File: src/design/rkt_pkg.sv
package rkt_pkg;

  // Field widths of the transaction payloads.
  localparam int KEY_W  = 64;
  localparam int SLOT_W = 8;
  localparam int CAP_W  = 9;

  // Register file layout: one 32-bit register per 4-byte word.
  localparam int APB_ADDR_W = 3;
  localparam int APB_DATA_W = 32;
  localparam logic [0:0] REG_CAPACITY = 1'b0;

  // Reset value of the capacity register.
  localparam logic [CAP_W-1:0] CAP_RESET = 9'd256;

  // Operation codes.
  localparam logic [0:0] OP_TOUCH = 1'b0;
  localparam logic [0:0] OP_QUERY = 1'b1;

  typedef struct packed {
    logic [0:0]        opcode;
    logic [KEY_W-1:0]  key;
    logic [SLOT_W-1:0] random_slot;
  } in_item_t;

  typedef struct packed {
    logic             present;
    logic             stored;
    logic             evicted_valid;
    logic [KEY_W-1:0] evicted_key;
    logic             slot_error;
  } out_item_t;

  typedef enum logic [2:0] {
    ST_IDLE,
    ST_SCAN,
    ST_DECIDE,
    ST_EVICT,
    ST_RESULT
  } state_t;

  // Commands from the controller to the datapath.
  typedef struct packed {
    logic load;
    logic scan;
    logic append_wr;
    logic evict_rd;
    logic evict_wr;
    logic set_err;
    logic out_load;
  } ctl_cmd_t;

  // Status from the datapath to the controller.
  typedef struct packed {
    logic scan_done;
    logic is_query;
    logic hit;
    logic full;
    logic slot_ok;
    logic out_free;
  } ctl_stat_t;

endpackage

File: src/design/rkt_ctrl.sv
module rkt_ctrl
  import rkt_pkg::*;
(
  input  logic      clk,
  input  logic      rst,
  input  logic      in_valid,
  output logic      in_ready,
  input  ctl_stat_t stat,
  output ctl_cmd_t  cmd
);

  state_t state;
  state_t state_next;

  // State register.
  always_ff @(posedge clk) begin
    if (rst) begin
      state <= ST_IDLE;
    end else begin
      state <= state_next;
    end
  end

  // Next state and commands.
  always_comb begin
    state_next = state;
    cmd        = '0;
    in_ready   = 1'b0;
    unique case (state)
      ST_IDLE: begin
        in_ready = 1'b1;
        if (in_valid) begin
          cmd.load   = 1'b1;
          state_next = ST_SCAN;
        end
      end
      ST_SCAN: begin
        cmd.scan = 1'b1;
        if (stat.scan_done) begin
          state_next = ST_DECIDE;
        end
      end
      ST_DECIDE: begin
        if (stat.is_query || stat.hit) begin
          state_next = ST_RESULT;
        end else if (!stat.full) begin
          cmd.append_wr = 1'b1;
          state_next    = ST_RESULT;
        end else if (stat.slot_ok) begin
          cmd.evict_rd = 1'b1;
          state_next   = ST_EVICT;
        end else begin
          cmd.set_err = 1'b1;
          state_next  = ST_RESULT;
        end
      end
      ST_EVICT: begin
        // The victim key is on the read port now; overwrite its slot.
        cmd.evict_wr = 1'b1;
        state_next   = ST_RESULT;
      end
      ST_RESULT: begin
        if (stat.out_free) begin
          cmd.out_load = 1'b1;
          state_next   = ST_IDLE;
        end
      end
      default: begin
        state_next = ST_IDLE;
      end
    endcase
  end

endmodule

File: config.mk
export PLATFORM = sky130hd
export DESIGN_NAME = rkt_ctrl
export DESIGN_NICKNAME = d
export VERILOG_FILES = /design/src/design/rkt_pkg.sv /design/src/design/rkt_ctrl.sv
export SDC_FILE = /design/constraint.sdc
export NUM_CORES = 1
export LEC_CHECK = 0
export BUFFER_PORTS_ARGS = -buffer_cell sky130_fd_sc_hd__buf_2
export CAP_MARGIN = 30
export CORE_AREA = 3 3 40 42
export DETAILED_ROUTE_END_ITERATION = 7
export DIE_AREA = 0 0 43 45
export PLACE_DENSITY = 0.48
export SYNTH_ARGS = -nofsm -noshare
export SYNTH_HDL_FRONTEND = slang
export SYNTH_SLANG_ARGS = --single-unit
File: constraint.sdc
create_clock -name clk -period 1.2 [get_ports clk]
set_clock_uncertainty 0.1 [all_clocks]
set_input_delay 0.06 -clock clk [delete_from_list [all_inputs] [get_ports clk]]
set_output_delay 0.06 -clock clk [all_outputs]
set_load 0.01 [all_outputs]
Word level (Yosys, flattened, before mapping)
Index checks and enable logic that the tools add are counted.
{"block": "totals", "ff_bits": 3, "in_bits": 9, "out_inout_bits": 8, "wordCells": 34}
{"block": "classes", "eq_ne": 7, "mux": 23, "n_reduce_logical": 3}
{"operator": "two-way mux 3 bit", "count": 6}
{"operator": "one-hot mux 3 bit (5 select lines)", "count": 1}
{"operator": "two-way mux 1 bit", "count": 14}
{"operator": "== test 3 x 2 -> 1 bit (second input constant)", "count": 2}
{"operator": "!= test 2 bit (second input constant)", "count": 3}
{"operator": "two-way mux 2 bit", "count": 2}
{"operator": "== test 3 x 1 -> 1 bit (second input constant)", "count": 1}
{"operator": "== test 3 bit (second input constant)", "count": 1}
{"operator": "zero test 3 bit", "count": 1}
{"operator": "AND reduction 3 bit", "count": 1}
{"operator": "logical OR 1 bit", "count": 1}

Logic depth before layout (Yosys ltp)
{"block": "depth", "ltp_word": 4, "depth_mapped": 4, "ltp_nobuf": 3}

Worst setup path after synthesis
Ideal clock, no wire load.
{"block": "synth_path", "path_kind": "register to output", "start": "reg state[0]", "end": "out cmd[1] in the netlist's numbering", "arrival_ns": 1.191, "required_time_ns": 1.040, "slack_ns": -0.151, "stages_incl_launch_ff": 4, "n_path_buf": 1, "cell_sequence": "dfxtp_1 -> buf_2 -> or4_4 -> nor3b_2"}
{"item": "from (decl)", "line": "rkt_ctrl.sv:12", "rtl": "state_t state;"}
{"item": "from (signal assigned)", "line": "rkt_ctrl.sv:20", "rtl": "state <= state_next;"}
{"item": "to (decl)", "line": "rkt_ctrl.sv:9", "rtl": "output ctl_cmd_t cmd"}

==> qor.csv <==
stage,metric,value,unit
route,drtIter0Drc,5,
power,power.internal,303,uW
critical_path,cp_data_arrival_time,1.43,ns
global_route,grtUsageMet2,11.4,%
sta,rsz0062_at_grt,yes,
logic_synthesis,synth.distinct_cells,17,
sta,timing.final.max_slew_violations,0,
cts,cts_max_level,1,
route,vias_per_cell,4.31,
finish,stdcell_area,482,sq um
sta,maxSlewHeadroom,88.5,%
critical_path,cp_max_fo,2,
logic_synthesis,synthesis.nets,37,
route,drtPass1Iterations,2,
sta,worst_slew_pin_slew,0.171,ns
route,avgRoutedWirePerCell,9.79,um
power,power_density,860,nW/um^2
finish,syn_to_final_growth,121,%
global_route,grt_pass1_wl,1060,um
critical_path,crit_type,reg2out,
logic_synthesis,syn_area_per_cell,7.78,sq um
place,place_area,355,sq um
logic_synthesis,synth_seq_cells,3,
floorplan,core_region_area,1280,sq um
logic_synthesis,synth-seq-area-share,27.6,%
floorplan,rows,13,
critical_path,end_kind,output port,
sta,setup_viol_count_final,5,
logic_synthesis,yosysTopAreaCellShare,27.6,%
cts,root_buffer,clkbuf_4,
floorplan,dieArea,1940,sq um
run_status,status,"complete, but fails checks",
run_status,failed_checks,negative setup slack,
cts,clk_pin_slew_worst_paths,0.04,ns
finish,fin_nets,65,
logic_synthesis,synth_cells,28,
finish,largest-register,state,
power,power.leakage,0.223,nW
cts,clock_path_buffers,2,
place,pre_cts_ws,-0.152,ns
sta,fmax,631,MHz
logic_synthesis,synth-edff-count,0,
critical_path,worstPathRequired,1.04,ns
route,wirelength,685,um
global_route,gr-max-usage-layer,met2,
power,power,414,uW
power,swShare,26.9,%
sta,finalCritPeriodShare,132,%
floorplan,die_w,43,um
finish,antenna_cells,0,
floorplan,boundaryPins,17,
power,pwr-share-comb,30.7,%
finish,largest_reg_flops,3,
cts,insertion_delay,0.23,ns
finish,n_fill_cell,137,
finish,layout-drive-gt1-share,72.7,%
global_route,grt_usage,8.08,%
sta,hold_violations,0,
global_route,grt_max_degree,8,
sta,layout_min_cycle_time,1.59,ns
logic_synthesis,ys.flop_type,dfxtp_1,
global_route,grt_pass1_vias,243,
sta,hold_ws,0.0136,ns
cts,cts.sinks,3,
floorplan,initial_core_util,16.9,%
logic_synthesis,yosys_warnings,0,
flow_run,maxCapViolCount,0,
power,ir_worst_vdd,0.352,mV
place,gp_congestion,0.684,
sta,fin_ws,-0.385,ns
cts,cts_tree,done,
logic_synthesis,yosys.area.top_type,dfxtp_1,
logic_synthesis,synth_area_leaders,"dfxtp_1 28%, nor2_1 10%, nor3_1 6.9%, a211oi_1 6.9%, nand3b_1 6.9%",
route,vias,302,
power,clock_power_share,42.7,%
critical_path,critPathLaunchType,flip-flop,
global_route,grt_util_met1,9.16,%
place,port_buffers,16,
place,dp_hpwl,509,um
global_route,antenna_found_initial,0,
power,p_switching,111,uW
finish,top_regs,state: 3 flops,
sta,tns,-0.805,ns
power,pwr-share-seq,26.7,%
global_route,grt-ovfl-total,0,
worst_hold_path,hold_path_class,in2reg,
cts,numCtsBuffers,3,
logic_synthesis,syn_area,218,sq um
route,drcViolationCount,0,
global_route,use_met3,3.59,%
route,ant_nets,0,
logic_synthesis,async_flop_share,0,%
floorplan,chipHeight,45,um
-- worst paths after layout --
kind / from / endpoint / slack, ns / depth (start not counted)
max: state[2] / cmd[1] / -0.39 / 4
min: stat[5] / state[1] / 0.01 / 3
max reg2reg: state[0] / state[0] / 0.04 / 5
min reg2reg: state[2] / state[0] / 0.46 / 2
-- cells in the mapped netlist (2+ instances only) --
cell type,number
a211oi_1,2
dfxtp_1,3
nand3b_1,2
nor3_1,3
nor2_1,6
-- critical path, stage by stage, from the launching register on --
cell,delay [ns]
dfxtp_2,0.31
nand2b_4,0.13
or4_4,0.43
nor3b_4,0.18
buf_2,0.14
-- area by class of cell --
| type | count | area [sq um] | share of cell area (%) |
|---|---|---|---|
| tap | 15 | 18.8 | 3.90 |
| multi-input combinational | 23 | 199 | 41.3 |
| clock buffer | 4 | 26.3 | 5.45 |
| inverter | 1 | 6.26 | 1.30 |
| sequential | 3 | 63.8 | 13.2 |
| timing repair buffer | 24 | 168 | 34.8 |
-- through the flow --
stage | std cells | utilization [%]
after global placement | 62 | 27.7
after global routing | 70 | 37.5
after CTS | 70 | 35.8
final | 70 | 37.5
after detailed placement | 62 | 27.7
after floorplan | 28 | -
-- cells in the final DEF, fill, tap and decap left out, types with 2 or more instances in the layout --
cell	instances
nand3b_1	2
a211oi_1	2
dfxtp_2	3
buf_6	4
nor2_1	4
nor3_2	2
clkbuf_4	3
buf_2	15
buf_4	3
-- power by group through the flow --
stage          registers [mW]  logic, mW  clock network (mW)
5_1_grt                 0.111      0.137               0.187
6_report                0.111      0.127               0.177
3_3_place_gp            0.111     0.0837                   0
4_1_cts                 0.110      0.111               0.184
3_5_place_dp            0.110     0.0827                   0
2_1_floorplan           0.112     0.0449                   0
-- timing repair --
action                                  CTS  global route
buffers inserted                          3             2
pin swaps                                 5             6
gates resized for setup                  11             8
endpoints found under the hold margin     3             0
endpoints found under the setup margin    7             8
hold buffers                              1             0
-- cell families (layout without fill, tap and decap cells) --
logic type / count (synthesis) / after routing / synth area share (%)
compound gates: 4 / 4 / 12.6
simple gates: 19 / 19 / 55.7
buf+inv: 2 / 29 / 4.02
flops: 3 / 3 / 27.6
-- per-layer routing --
layer | vias up | wire length, um
met2 | 10 | 293
met5 | - | 0
met4 | 0 | 6
met3 | 2 | 67
li1 | 156 | -
met1 | 134 | 317
Power figures use the tool's default switching activity.
